==> config.mk <==
export PLATFORM = sky130hd
export DESIGN_NAME = lpht_queue
export DESIGN_NICKNAME = d
export VERILOG_FILES = /design/src/sv/lpht_queue.sv
export SDC_FILE = /design/constraint.sdc
export NUM_CORES = 1
export LEC_CHECK = 0
export BUFFER_PORTS_ARGS = -buffer_cell sky130_fd_sc_hd__buf_4
export CELL_PAD_IN_SITES_DETAIL_PLACEMENT = 0
export CELL_PAD_IN_SITES_GLOBAL_PLACEMENT = 1
export CORE_MARGIN = 1
export CORE_UTILIZATION = 46
export CTS_BUF_LIST = sky130_fd_sc_hd__clkbuf_4 sky130_fd_sc_hd__clkbuf_8
export DETAILED_ROUTE_END_ITERATION = 16
export PLACE_DENSITY_LB_ADDON = 0.1
export SLEW_MARGIN = 10
export SYNTH_ARGS = -nofsm -noshare
export SYNTH_HDL_FRONTEND = slang
export SYNTH_SLANG_ARGS = --single-unit
export TNS_END_PERCENT = 10
==> constraint.sdc <==
create_clock -name clk -period 3.4 [get_ports clk]
set_clock_uncertainty 0.15 [all_clocks]
set_input_delay 0.68 -clock clk [delete_from_list [all_inputs] [get_ports clk]]
set_output_delay 0.68 -clock clk [all_outputs]
set_load 0.02 [all_outputs]
==> src/sv/lpht_queue.sv <==
// lpht_queue: two-entry queue that carries hashed items from the front
// part to the probe engine. No dependencies.
`timescale 1ns / 1ps
`default_nettype none

module lpht_queue #(
	parameter int WIDTH = 8
) (
	input  wire logic             clk,
	input  wire logic             arst_n,
	input  wire logic             push,
	output logic                  full,
	input  wire logic [WIDTH-1:0] din,
	output logic                  valid,
	input  wire logic             pop,
	output logic      [WIDTH-1:0] dout
);

	localparam int DEPTH = 2;
	localparam int PW    = $clog2(DEPTH);
	localparam int CW    = $clog2(DEPTH + 1);

	logic [WIDTH-1:0] entry_q [DEPTH];
	logic [PW-1:0]    wr_ptr_q;
	logic [PW-1:0]    rd_ptr_q;
	logic [CW-1:0]    cnt_q;
	logic             do_push;
	logic             do_pop;

	assign full    = (cnt_q == CW'(DEPTH));
	assign valid   = (cnt_q != '0);
	assign dout    = entry_q[rd_ptr_q];
	assign do_push = push && !full;
	assign do_pop  = pop && valid;

	// pointers and fill count
	always_ff @(posedge clk or negedge arst_n) begin
		if (!arst_n) begin
			wr_ptr_q <= '0;
			rd_ptr_q <= '0;
			cnt_q    <= '0;
		end else begin
			if (do_push) begin
				wr_ptr_q <= wr_ptr_q + 1'b1;
			end
			if (do_pop) begin
				rd_ptr_q <= rd_ptr_q + 1'b1;
			end
			if (do_push && !do_pop) begin
				cnt_q <= cnt_q + 1'b1;
			end else if (do_pop && !do_push) begin
				cnt_q <= cnt_q - 1'b1;
			end
		end
	end

	// entry storage
	always_ff @(posedge clk) begin
		if (do_push) begin
			entry_q[wr_ptr_q] <= din;
		end
	end

endmodule

`default_nettype wire

==> metrics.md <==
| Metric | Value |
|---|---|
| Max-Cap Viols | `0` |
| Vias in the first global route | `398` |
| Global-route usage over all layers | `14.2%` |
| Post-synthesis cell type count | `14` |
| Non-Filler Instances | `84` |
| Worst Setup Path Type | `reg2out` |
| Tmin final | `2.22 ns` |
| CP Data Required Time | `2.57 ns` |
| Via count | `413` |
| Final core occ | `63.6%` |
| Violated checks | `design-rule violations` |
| Clock-pin slew on the worst setup and hold paths | `0.09 ns` |
| Leakage power | `0.410 nW` |
| Final ANT Viol Nets | `0` |
| Hold Crit Start | `wr_ptr_q` |
| # IOs | `22` |
| Worst Reg-to-Reg Cells | `3` |
| Net switching power | `0.283 mW` |
| Clock sinks | `20` |
| Max Fclk | `451 MHz` |
| RSZ-0062 raised after global routing | `false` |
| RR Startpoint | `cnt_q[0]` |
| Relative slew slack | `54.5%` |
| Post-Syn Instances | `44` |
| Pwr/cell area | `835 nW/um2` |
| Fillcell total | `114` |
| CP Capture Type | `output pin` |
| Worst-Margin Slew | `0.680 ns` |
| Half-perimeter wire length after detailed placement | `816 um` |
| Die height | `43.3 um` |
| Fraction of power spent switching nets | `34.2%` |
| Final instance area | `991 um2` |
| Endpoints failing hold | `0` |
| Diode count | `0` |
| Number of antenna violations at the first check in global routing | `0` |
| CP arrival | `1.39 ns` |
| DR DRC count | `4` |
| TritonCTS clock tree | `yes` |
| Int Power | `0.544 mW` |
| Die width | `43.3 um` |
| # H-tree levels | `1` |
| WHS | `0.352 ns` |
| Post-Synth Simple-Gate Area | `5.89%` |
| Tcrit/Tclk final | `65.2%` |
| Die ar. | `1880 um2` |
| First-pass GRT wire length | `1.77 mm` |
| Worst Setup Start Kind | `register` |
| Max clock buf depth | `2` |
| Syn_area_per_cell | `17.9 um2` |
| Max-slew violation count | `0` |
| Hold crit path type | `reg2reg` |
| Comb power frac | `40.4%` |
| Synth Area in Compound Gates | `0%` |
| Area of the multi-input gates | `193 um2` |
| Gpl congestion | `0.617` |
| Layout cell share with drive strength beyond 1 | `39.7%` |
| Area grow syn2layout | `26.1%` |
| Critical Path Fanout Max | `9` |
| Fin nets | `83` |
| Warning count from the yosys run | `0` |
| Yosys reg bits | `20` |
| Post-CTS Hold Fix Bufs | `0` |
| Count of final setup violators | `0` |
| Largest family of logic cells by synthesized area | `multiplexers` |
| Mux contribution to synthesized area | `11.5%` |
| Flop-to-flop setup slack | `1.65 ns` |
| Worst Hold Depth | `1` |
| Clock share of power | `12.7%` |
| Clk root buf | `clkbuf_4` |
| Port Buffer Count | `21` |
| Register area share after synthesis | `73.9%` |
| Placed instance area | `958 um2` |
| Setup bufs post-CTS | `0` |
| Largest net degree at the start of global routing | `11` |
| Initial DRC count | `7` |
| Core area | `1560 um2` |
| Wire per inst | `13.2 um` |
| Synthesized area | `786 um2` |
| Worst-Skew Late Latency | `0.29 ns` |
| CTS buffer count | `3` |
| Avg Vias per Cell | `4.92` |
| Max VDD drop | `0.498 mV` |
| Hold worst-path end | `wr_ptr_q` |
| Worst R2R End | `entry_q[0][2]` |
| Mapped Nets | `57` |
| Remaining global-route overflow | `0` |
| Status | `complete, but fails checks` |
| Inst Count DP | `80` |
| Reg area | `581 um2` |
| Adder-Cell Fraction of Synth Area | `1.59%` |
| Starting Density | `50.4%` |
| Site Rows | `14` |
| Pre-Repair DR Iteration Count | `9` |
| Post-Route WL | `1.11 mm` |
| Cells resized by post-CTS repair | `0` |
| Total Neg Setup Slack | `0 ns` |
| Seq pwr share | `47.0%` |
| Xor/xnor share of the synthesized area | `5.57%` |
kinds of logic after synthesis:
family / count (synthesis)
buffers and inverters: 3
flip-flops: 20
adder cells (fa/ha/maj): 1
multiplexers: 8
XOR/XNOR: 5
AND/OR/NAND/NOR: 7
critical path: stages (launching register included):
cell and delay (ns):
dfrtp_1 0.57, mux2_1 0.37, buf_4 0.16
flip-flops by register name (all words and copies together), names as in the netlist:
signal and count:
cnt_q 2, wr_ptr_q 1, entry_q 16, rd_ptr_q 1
Yosys cell counts:
library cell,n,area (um2)
buf_2,1,5.00
dfrtp_1,4,100
nand2b_1,1,6.26
ha_1,1,12.5
and3_1,1,6.26
nand2_2,1,6.26
mux2_1,8,90.1
xor2_1,2,17.5
edfxtp_1,16,480
inv_1,2,7.51
or2_4,1,8.76
nor2_1,2,7.51
xnor2_1,3,26.3
nand2_4,1,11.3
cell type report:
cell class              instances  area share (%)
repair buffers                 22            16.9
clock buffers                   3            2.27
inverters                       2           0.758
well taps                      16            2.02
multi-input cells              21            19.4
flip-flops and latches         20            58.6
cells in the final DEF (no fill, tap or decap), drive strengths merged:
master | Yosys | final
and3 | 1 | 1
or2 | 1 | 1
nand2b | 1 | 1
buf | 1 | 21
edfxtp | 16 | 16
xor2 | 2 | 2
mux2 | 8 | 8
xnor2 | 3 | 3
clkbuf | 0 | 3
dfrtp | 4 | 4
nor2 | 2 | 2
nand2 | 2 | 2
ha | 1 | 1
inv | 2 | 2
dlygate4sd3 | 0 | 1
stage by stage:
step	power, mW	setup WS [ns]
after floorplan	0.608	1.66
after global placement	0.725	1.48
after detailed placement	0.730	1.48
after CTS	0.837	1.15
after global routing	0.873	1.10
final	0.827	1.18
metal layers:
layer  GRT usage (%)  share of wire, %  routed length [um]  up-vias
met5               0                 0                   0        -
met4            7.50               2.2                  24        0
met3            5.42               5.0                  56        4
met2            23.3                49                 542       14
met1            16.0                44                 489      189
li1                -                 -                   -      206
how the worst max path moves through the flow:
stage          cells past startpoint      end  slack (ns)  startpoint
3_5_place_dp                       2  dout[5]        1.48    rd_ptr_q
3_3_place_gp                       2  dout[3]        1.48    rd_ptr_q
4_1_cts                            2  dout[5]        1.15    rd_ptr_q
5_1_grt                            2  dout[5]        1.10    rd_ptr_q
6_report                           2  dout[5]        1.18    rd_ptr_q
2_1_floorplan                      2  dout[0]        1.66    rd_ptr_q
power groups by stage:
| stage | clock network [mW] | logic [mW] | registers (mW) |
|---|---|---|---|
| after floorplan | 0 | 0.239 | 0.369 |
| after global placement | 0 | 0.331 | 0.395 |
| after detailed placement | 0 | 0.335 | 0.396 |
| after CTS | 0.109 | 0.338 | 0.391 |
| after global routing | 0.117 | 0.359 | 0.397 |
| final | 0.105 | 0.334 | 0.388 |
Power figures use the tool's default switching activity.
