<file path="src/sv/lpht_pkg.sv">
// lpht_pkg: item types, slot layout and operation/status codes for the
// linear probe hash table. No dependencies.
`timescale 1ns / 1ps
`default_nettype none

package lpht_pkg;

	// operation codes
	localparam logic [1:0] OP_INSERT = 2'd0;
	localparam logic [1:0] OP_LOOKUP = 2'd1;
	localparam logic [1:0] OP_DELETE = 2'd2;
	localparam logic [1:0] OP_UPDATE = 2'd3;

	// slot status codes
	localparam logic [1:0] ST_EMPTY = 2'd0;
	localparam logic [1:0] ST_USED  = 2'd1;
	localparam logic [1:0] ST_TOMB  = 2'd2;

	// one request item
	typedef struct packed {
		logic [1:0]         operation;
		logic signed [31:0] key;
		logic [31:0]        record_value;
	} req_t;

	// one result item
	typedef struct packed {
		logic        ok;
		logic [31:0] found_value;
		logic [5:0]  slot_index;
		logic [6:0]  live_count;
	} res_t;

	// one table slot as held in the slot memory
	typedef struct packed {
		logic [1:0]  status;
		logic [31:0] key;
		logic [31:0] payload;
	} slot_t;

endpackage

`default_nettype wire

</file>
<file path="src/sv/lpht_front.sv">
// lpht_front: accepts request items and computes the home slot
// (key squared, reduced modulo the slot count). Depends on lpht_pkg.
`timescale 1ns / 1ps
`default_nettype none

module lpht_front #(
	parameter int TABLE_SLOTS = 64,
	localparam int AW = $clog2(TABLE_SLOTS)
) (
	input  wire logic            clk,
	input  wire logic            arst_n,
	input  wire logic            push,
	output logic                 full,
	input  wire lpht_pkg::req_t  request,
	input  wire logic            clearing,
	output logic                 q_push,
	input  wire logic            q_full,
	output lpht_pkg::req_t       q_req,
	output logic      [AW-1:0]   q_home
);

	typedef enum logic [2:0] {
		F_IDLE,
		F_SQUARE,
		F_RECIP,
		F_BACK,
		F_FIX,
		F_PUSH
	} fstate_t;

	// slot count and its reciprocal, floor(2^32 / slots)
	localparam logic [31:0] SLOTS_W = 32'(TABLE_SLOTS);
	localparam logic [31:0] RECIP   = 32'((64'd1 << 32) / TABLE_SLOTS);

	fstate_t          state_q;
	lpht_pkg::req_t   req_q;
	logic [31:0]      sq_q;
	logic [31:0]      quot_q;
	logic [AW:0]      rem_q;
	logic [AW-1:0]    home_q;
	logic [31:0]      key_bits;
	logic [31:0]      sq_d;
	logic [63:0]      prod_d;
	logic [31:0]      back_d;
	logic [AW:0]      fix_d;

	assign full   = (state_q != F_IDLE) || clearing;
	assign q_push = (state_q == F_PUSH);
	assign q_req  = req_q;
	assign q_home = home_q;

	// low word of key squared, same for signed and unsigned operands
	assign key_bits = $unsigned(req_q.key);
	assign sq_d     = key_bits * key_bits;

	// quotient estimate from the reciprocal, low by at most one
	assign prod_d = 64'(sq_q) * 64'(RECIP);

	// remainder from the estimate, below twice the slot count
	assign back_d = sq_q - quot_q * SLOTS_W;

	// one correcting subtract brings the remainder into range
	always_comb begin
		if (rem_q >= (AW+1)'(TABLE_SLOTS)) begin
			fix_d = rem_q - (AW+1)'(TABLE_SLOTS);
		end else begin
			fix_d = rem_q;
		end
	end

	// sequencer: capture, square, estimate, remainder, correct, hand to queue
	always_ff @(posedge clk or negedge arst_n) begin
		if (!arst_n) begin
			state_q <= F_IDLE;
			req_q   <= '0;
			sq_q    <= '0;
			quot_q  <= '0;
			rem_q   <= '0;
			home_q  <= '0;
		end else begin
			case (state_q)
				F_IDLE: begin
					if (push && !full) begin
						req_q   <= request;
						state_q <= F_SQUARE;
					end
				end
				F_SQUARE: begin
					sq_q    <= sq_d;
					state_q <= F_RECIP;
				end
				F_RECIP: begin
					quot_q  <= prod_d[63:32];
					state_q <= F_BACK;
				end
				F_BACK: begin
					rem_q   <= back_d[AW:0];
					state_q <= F_FIX;
				end
				F_FIX: begin
					home_q  <= fix_d[AW-1:0];
					state_q <= F_PUSH;
				end
				F_PUSH: begin
					if (!q_full) begin
						state_q <= F_IDLE;
					end
				end
				default: begin
					state_q <= F_IDLE;
				end
			endcase
		end
	end

endmodule

`default_nettype wire

</file>
<file path="config.mk">
export PLATFORM = sky130hd
export DESIGN_NAME = lpht_front
export DESIGN_NICKNAME = d
export VERILOG_FILES = /design/src/sv/lpht_pkg.sv /design/src/sv/lpht_front.sv
export SDC_FILE = /design/constraint.sdc
export NUM_CORES = 1
export LEC_CHECK = 0
export BUFFER_PORTS_ARGS = -buffer_cell sky130_fd_sc_hd__clkbuf_2
export CORE_MARGIN = 3
export CORE_UTILIZATION = 48
export CTS_CLUSTER_DIAMETER = 80
export DETAILED_ROUTE_END_ITERATION = 10
export PLACE_DENSITY_LB_ADDON = 0.05
export SLEW_MARGIN = 25
export SYNTH_ARGS = -nofsm -noshare
export SYNTH_HDL_FRONTEND = slang
export SYNTH_SLANG_ARGS = --single-unit
</file>
<file path="constraint.sdc">
create_clock -name clk -period 3 [get_ports clk]
set_input_delay 0.3 -clock clk [delete_from_list [all_inputs] [get_ports clk]]
set_output_delay 0.3 -clock clk [all_outputs]
set_load 0.02 [all_outputs]
</file>
==> results of run 1 <==
-- Yosys cell counts --
cell type  instances  area share
dfrtp_1           84        0.58
mux2_2            37        0.11
nor2_1             7      0.0072
buf_4              2      0.0041
xor2_1             1      0.0024
o21ai_0            5      0.0069
inv_1              5      0.0052
buf_2              4      0.0055
ha_1               8       0.028
mux2_4            40        0.17
nand2_1            7      0.0072
nor4_4             1      0.0059
xnor2_1            4      0.0097
a31o_2             1      0.0024
a21oi_1            3      0.0041
buf_6              5       0.016
fa_1               2       0.011
xnor3_1            1      0.0062
and2_1             5      0.0086
nand2b_1           2      0.0034
or3_1              1      0.0017
nand3b_1           2      0.0041
conb_1             1      0.0010
-- power groups by stage --
stage	logic, W	clock network (W)	registers (W)
2_1_floorplan	0.00137	0	0.00259
3_3_place_gp	0.00265	0	0.00203
3_5_place_dp	0.00271	0	0.00205
4_1_cts	0.00271	0.000849	0.00204
5_1_grt	0.00301	0.000892	0.00212
6_report	0.00275	0.000818	0.00203
-- area by class of cell --
type | instances | share of cell area
Timing Repair Buffer | 146 | 0.163
Clock buffer | 9 | 0.0267
Tap cell | 99 | 0.0267
Multi-Input combinational cell | 128 | 0.310
Sequential cell | 84 | 0.453
Inverter | 5 | 0.00404
Clock inverter | 7 | 0.0172
-- stage by stage --
stage / utilization / TNS [ps]
floorplan: - / 0
global placement: 0.605 / 0
detailed placement: 0.606 / 0
CTS: 0.634 / 0
global route: 0.637 / -11.6
finish: 0.637 / 0
-- repair_timing --
action | CTS | global route
endpoints found under the setup margin | 0 | 2
buffers inserted | 0 | 1
gates resized for setup | 0 | 2
-- state kept, by name, summed over array words and instances (netlist names) --
register	count
key_bits	32
q_home	5
q_req	34
rem_q	5
sq_q	5
state_q	3
-- logic make-up after synthesis --
kind of cell	count (synthesis)	share of synthesized area
DFF	84	0.580
muxes	77	0.280
and+or+nand+nor	25	0.0383
buffers and inverters	16	0.0304
adders and majority gates	10	0.0386
AOI/OAI and AO/OA	9	0.0135
xor gates and xnor gates	6	0.0183
other	1	0.00103
-- routing by layer --
layer,part of all wire,up-vias
met5,0,-
met4,0.016,0
met3,0.078,8
met2,0.48,91
met1,0.43,1070
li1,-,1072
-- worst paths after layout --
kind	from	slack (ps)	to	cells past startpoint
setup / recovery	key_bits[3]	150	sq_q[5]	10
hold / removal	arst_n	-20	q_home[5]	1
setup reg to reg	key_bits[3]	150	sq_q[5]	10
hold reg to reg	sq_q[3]	480	sq_q[3]	2
max in group asynchronous	arst_n	2490	key_bits[2]	1
min in group clk	request[9]	170	q_req[9]	2
==> results.py, run 1 <==
metrics = {
    "layout": {
        "finalNonFillerCells": 478,
        "design_area_um2": 4640,
        "regArea_um2": 2100,
        "layout.nets": 455,
        "layout_common_cells": "142 x clkbuf_2, 84 x dfrtp_1, 40 x mux2_4, 37 x mux2_2, 9 x clkbuf_8",
        "final_common_cell": "clkbuf_2",
        "antennaDiodeCount": 0,
        "syn2layout_area_growth_pct": 28.0,
        "drive_gt1_frac": 0.644,
        "multiInputGateArea_um2": 1440,
        "fillCellCount": 609,
    },
    "sta": {
        "worst_hold_slack_ps": -23.2,
        "timing.fmax_mhz": 351,
        "relSlewSlack": 0.500,
        "finClkSkew_ps": 13.9,
        "tightest_slew_ps": 749,
        "finalMaxSlewViolations": 0,
        "hold_violations": 21,
        "period_share": 0.950,
        "setup_viol": 0,
        "fin_ws_ps": 150,
        "post-route-min-period_ps": 2850,
    },
    "setup_path": {
        "end_kind": "register",
        "worstSetupStartpointType": "register",
        "critical_path_arrival_ps": 3070,
        "critPathMaxFanout": 4,
        "cp_top_family": "adder cells",
        "path_class": "reg2reg",
        "crit_top_cell": "ha_1",
        "crit_buf_inv": 0,
        "cp_cell_sequence": "and2_1, ha_1, xnor2_1, ha_1, ha_1, fa_1, ha_4, a21oi_2, xnor2_1, o21ai_0",
        "cp_slowest_cell": "fa_1",
        "critPathMaxStageDelay_ps": 540,
        "cp.required_ps": 3220,
    },
    "route": {
        "drt_iter0_markers": 57,
        "finalWirelength_mm": 6.93,
        "wl_per_cell_um": 14.5,
        "drcViolationCount": 0,
        "detail-route-antenna-nets": 0,
        "viasPerCell": 4.69,
        "firstDrtPassIters": 4,
        "route.vias.total": 2241,
    },
    "global_routing": {
        "grt_max_degree": 85,
        "met3_usage": 0.0528,
        "grt_usage": 0.170,
        "overflow": 0,
        "busiest_layer": "met2",
        "antenna_found_initial": 0,
        "grtUsageMet2": 0.271,
        "grt_first_pass_wirelength_mm": 11.4,
        "grt_pass1_vias": 2370,
        "gr-usage-met1": 0.217,
    },
    "power_and_ir_drop": {
        "power.share.combinational": 0.491,
        "p_seq_frac": 0.363,
        "ir_worst_vdd_v": 0.000545,
        "clkPwrFrac": 0.146,
        "powerDensity_nw_per_um2": 1210,
        "switching_power_w": 0.00216,
        "power_leakage_nw": 2.49,
        "p_int_w": 0.00344,
        "power_w": 0.00560,
        "p_sw_frac": 0.386,
    },
    "worst_hold_path": {
        "hold_path.class": "in2async",
    },
    "synthesis": {
        "syn_area_per_cell_um2": 15.9,
        "synth_cell_type_count": 23,
        "ys_ff_latch": 84,
        "ys.warnings.count": 0,
        "synth_nets": 309,
        "synth-seq-area-share": 0.580,
        "syn_area_um2": 3630,
        "synthCells": 228,
    },
    "die": {
        "initial_core_util": 0.497,
        "die_x_um": 92.9,
        "pin_count": 145,
        "rows": 31,
        "dieHeight_um": 92.9,
        "die-area_um2": 8640,
        "design.core.area_um2": 7290,
    },
    "outcome": {
        "violations": "negative hold slack",
        "status": "finished, violations left",
    },
    "clocking": {
        "cts.path.max_buffers": 2,
        "cts_max_level": 3,
        "path_clk_slew_ps": 90,
        "hold_buffers": 0,
        "clk_latency_ps": 350,
        "tritoncts": "built",
        "clock-root-buffer": "clkbuf_8",
        "cts.sinks": 84,
        "cts_inserted_buffers": 9,
    },
    "place": {
        "dp_hpwl_mm": 5.10,
        "place_ws_ps": 70.5,
        "place_congestion": 0.818,
        "dpl.cell_count": 461,
        "io_buffers": 143,
        "placed_cell_area_um2": 4420,
    },
    "run": {
        "cap_violations": 0,
    },
}
No activity file was read; power rests on OpenSTA's default activity.
==> run 2: changes to the inputs <==
--- a/config.mk
+++ b/config.mk
@@ -6,8 +6,10 @@
 export NUM_CORES = 1
 export LEC_CHECK = 0
 export BUFFER_PORTS_ARGS = -buffer_cell sky130_fd_sc_hd__clkbuf_2
+export CELL_PAD_IN_SITES_DETAIL_PLACEMENT = 1
+export CELL_PAD_IN_SITES_GLOBAL_PLACEMENT = 1
 export CORE_MARGIN = 3
-export CORE_UTILIZATION = 48
+export CORE_UTILIZATION = 38
 export CTS_CLUSTER_DIAMETER = 80
 export DETAILED_ROUTE_END_ITERATION = 10
 export PLACE_DENSITY_LB_ADDON = 0.05
==> run 2 against run 1 <==
Effect of this change:
- the flow still finishes with violations (negative hold slack)
- cell count increased by 6.7%
- first-iteration DRC count down 7.0%
- count of clock-buffer cells in the layout is 1 higher
- clock power rose by 2.7%
- non-clock buffer count grew 2
- combinational power up 4%
- critical path type unchanged
- largest power group unchanged
- highest routed layer unchanged
==> results.py, run 2 (same netlist as run 1, synthesis figures left out) <==
metrics = {
    "outcome": {
        "status": "finished, violations left",
        "violations": "negative hold slack",
    },
    "sta": {
        "finClkSkew_ps": 10.3,
        "hold_violations": 4,
        "finalMaxSlewViolations": 0,
        "rsz0062_at_grt": "false",
        "setup_viol": 0,
        "relSlewSlack": 0.486,
        "post-route-min-period_ps": 2780,
        "worst_hold_slack_ps": -24.0,
        "timing.fmax_mhz": 359,
        "period_share": 0.928,
        "tns_ps": 0,
        "tightest_slew_ps": 771,
    },
    "power_and_ir_drop": {
        "p_seq_frac": 0.355,
        "ir_worst_vdd_v": 0.000488,
        "clkPwrFrac": 0.147,
        "p_sw_frac": 0.387,
        "p_int_w": 0.00350,
        "power_leakage_nw": 2.50,
        "powerDensity_nw_per_um2": 1210,
        "switching_power_w": 0.00221,
        "power.share.combinational": 0.498,
    },
    "place": {
        "place_congestion": 0.739,
        "dp_hpwl_mm": 5.71,
        "dpl.cell_count": 493,
        "io_buffers": 143,
    },
    "global_routing": {
        "grt_pass1_vias": 2496,
        "overflow": 0,
        "grt_first_pass_wirelength_mm": 12.9,
        "grt_usage": 0.150,
        "antenna_found_initial": 0,
        "grt_max_degree": 85,
    },
    "route": {
        "detail-route-antenna-nets": 0,
        "viasPerCell": 4.50,
        "finalWirelength_mm": 7.99,
        "firstDrtPassIters": 4,
        "drt_iter0_markers": 53,
        "drcViolationCount": 0,
        "wl_per_cell_um": 15.7,
        "route.vias.total": 2295,
    },
    "setup_path": {
        "startpoint": "key_bits[3]",
        "end_kind": "register",
        "critPathMaxFanout": 3,
        "critPathMaxStageDelay_ps": 550,
        "critical_path_arrival_ps": 3010,
        "path_class": "reg2reg",
        "cp_cell_sequence": "and2_2, ha_4, xnor2_2, ha_1, ha_1, fa_1, ha_4, a21oi_2, xnor2_1, o21ai_0",
        "cp.required_ps": 3220,
        "cp_slowest_cell": "fa_1",
        "r2r_start": "key_bits[3]",
        "worstSetupStartpointType": "register",
    },
    "die": {
        "design.core.area_um2": 9240,
        "dieHeight_um": 104,
        "rows": 35,
        "die_x_um": 104,
        "pin_count": 145,
        "die-area_um2": 10800,
        "initial_core_util": 0.393,
    },
    "layout": {
        "layout.nets": 457,
        "layout_common_cells": "142 x clkbuf_2, 84 x dfrtp_1, 40 x mux2_4, 37 x mux2_2, 10 x clkbuf_8",
        "finalNonFillerCells": 510,
        "syn2layout_area_growth_pct": 30.0,
        "final_common_cell": "clkbuf_2",
        "drive_gt1_frac": 0.654,
        "antennaDiodeCount": 0,
        "largest_reg_flops": 34,
    },
    "clocking": {
        "tritoncts": "built",
        "cts.sinks": 84,
        "cts_inserted_buffers": 9,
        "clock-root-buffer": "clkbuf_8",
        "clk_latency_ps": 350,
        "cts_max_level": 3,
        "path_clk_slew_ps": 90,
        "cts.path.max_buffers": 2,
        "hold_buffers": 0,
    },
    "worst_hold_path": {
        "hold_path.class": "in2async",
    },
    "run": {
        "cap_violations": 0,
    },
}
==> run 2: worst max-delay path, delay by kind of cell (launching register included) <==
family                   cells  cell delay (ps)
AO/OA/AOI/OAI                2              210
XOR/XNOR                     2              250
adder cells (fa/ha/maj)      5             1580
flip-flops                   1              380
AND/OR/NAND/NOR              1              240
==> run 2: final timing paths <==
check	end	slack, ps	cells after the start
worst max-delay path	sq_q[5]	220	10
worst max register to register	sq_q[5]	220	10
min in group clk	key_bits[27]	180	2
worst min register to register	sq_q[4]	480	2
max in group asynchronous	key_bits[7]	2470	1
worst min-delay path	key_bits[18]	-20	1
==> run 2: routing by layer <==
metal / vias up / global-route usage / wire length (um) / share of wire
met4: 0 / 0.0598 / 142 / 0.018
met1: 1119 / 0.190 / 3480 / 0.44
met5: - / 0 / 0 / 0
li1: 1073 / - / - / -
met2: 91 / 0.243 / 3860 / 0.48
met3: 12 / 0.0405 / 510 / 0.064
==> run 2: final cells by class <==
class / count / area [um^2]
sequential: 84 / 2100
clock inverter: 6 / 71.3
inverter: 5 / 18.8
tap: 129 / 161
multi-input combinational: 128 / 1460
clock buffer: 10 / 138
fill: 966 / 4530
timing repair buffer: 148 / 763
==> run 2: power by group through the flow <==
stage          Combinational, W  Clock, W  Sequential, W
2_1_floorplan           0.00137         0        0.00259
3_3_place_gp            0.00272         0        0.00202
3_5_place_dp            0.00276         0        0.00205
4_1_cts                 0.00277  0.000875        0.00204
5_1_grt                 0.00310  0.000918        0.00211
6_report                0.00285  0.000840        0.00203
==> run 2: metrics by stage <==
step | hold WS (ps) | util | worst slack [ps] | total power [W] | area (um^2)
finish | -24.0 | 0.510 | 215 | 0.00571 | 4710
global route | 39.9 | 0.510 | 48.1 | 0.00613 | 4710
CTS | 12.5 | 0.505 | 77.5 | 0.00568 | 4670
detailed placement | 404 | 0.482 | 99.7 | 0.00481 | 4460
global placement | 461 | 0.482 | 155 | 0.00473 | 4450
floorplan | 4.41 | - | 77.7 | 0.00396 | 3630
==> run 2: what timing repair did <==
action                                  4_1_cts  5_1_grt
setup buffers                                 0        1
endpoints found under the setup margin        0        1
gates resized for setup                       0        5
hold endpoints to repair                      0        0
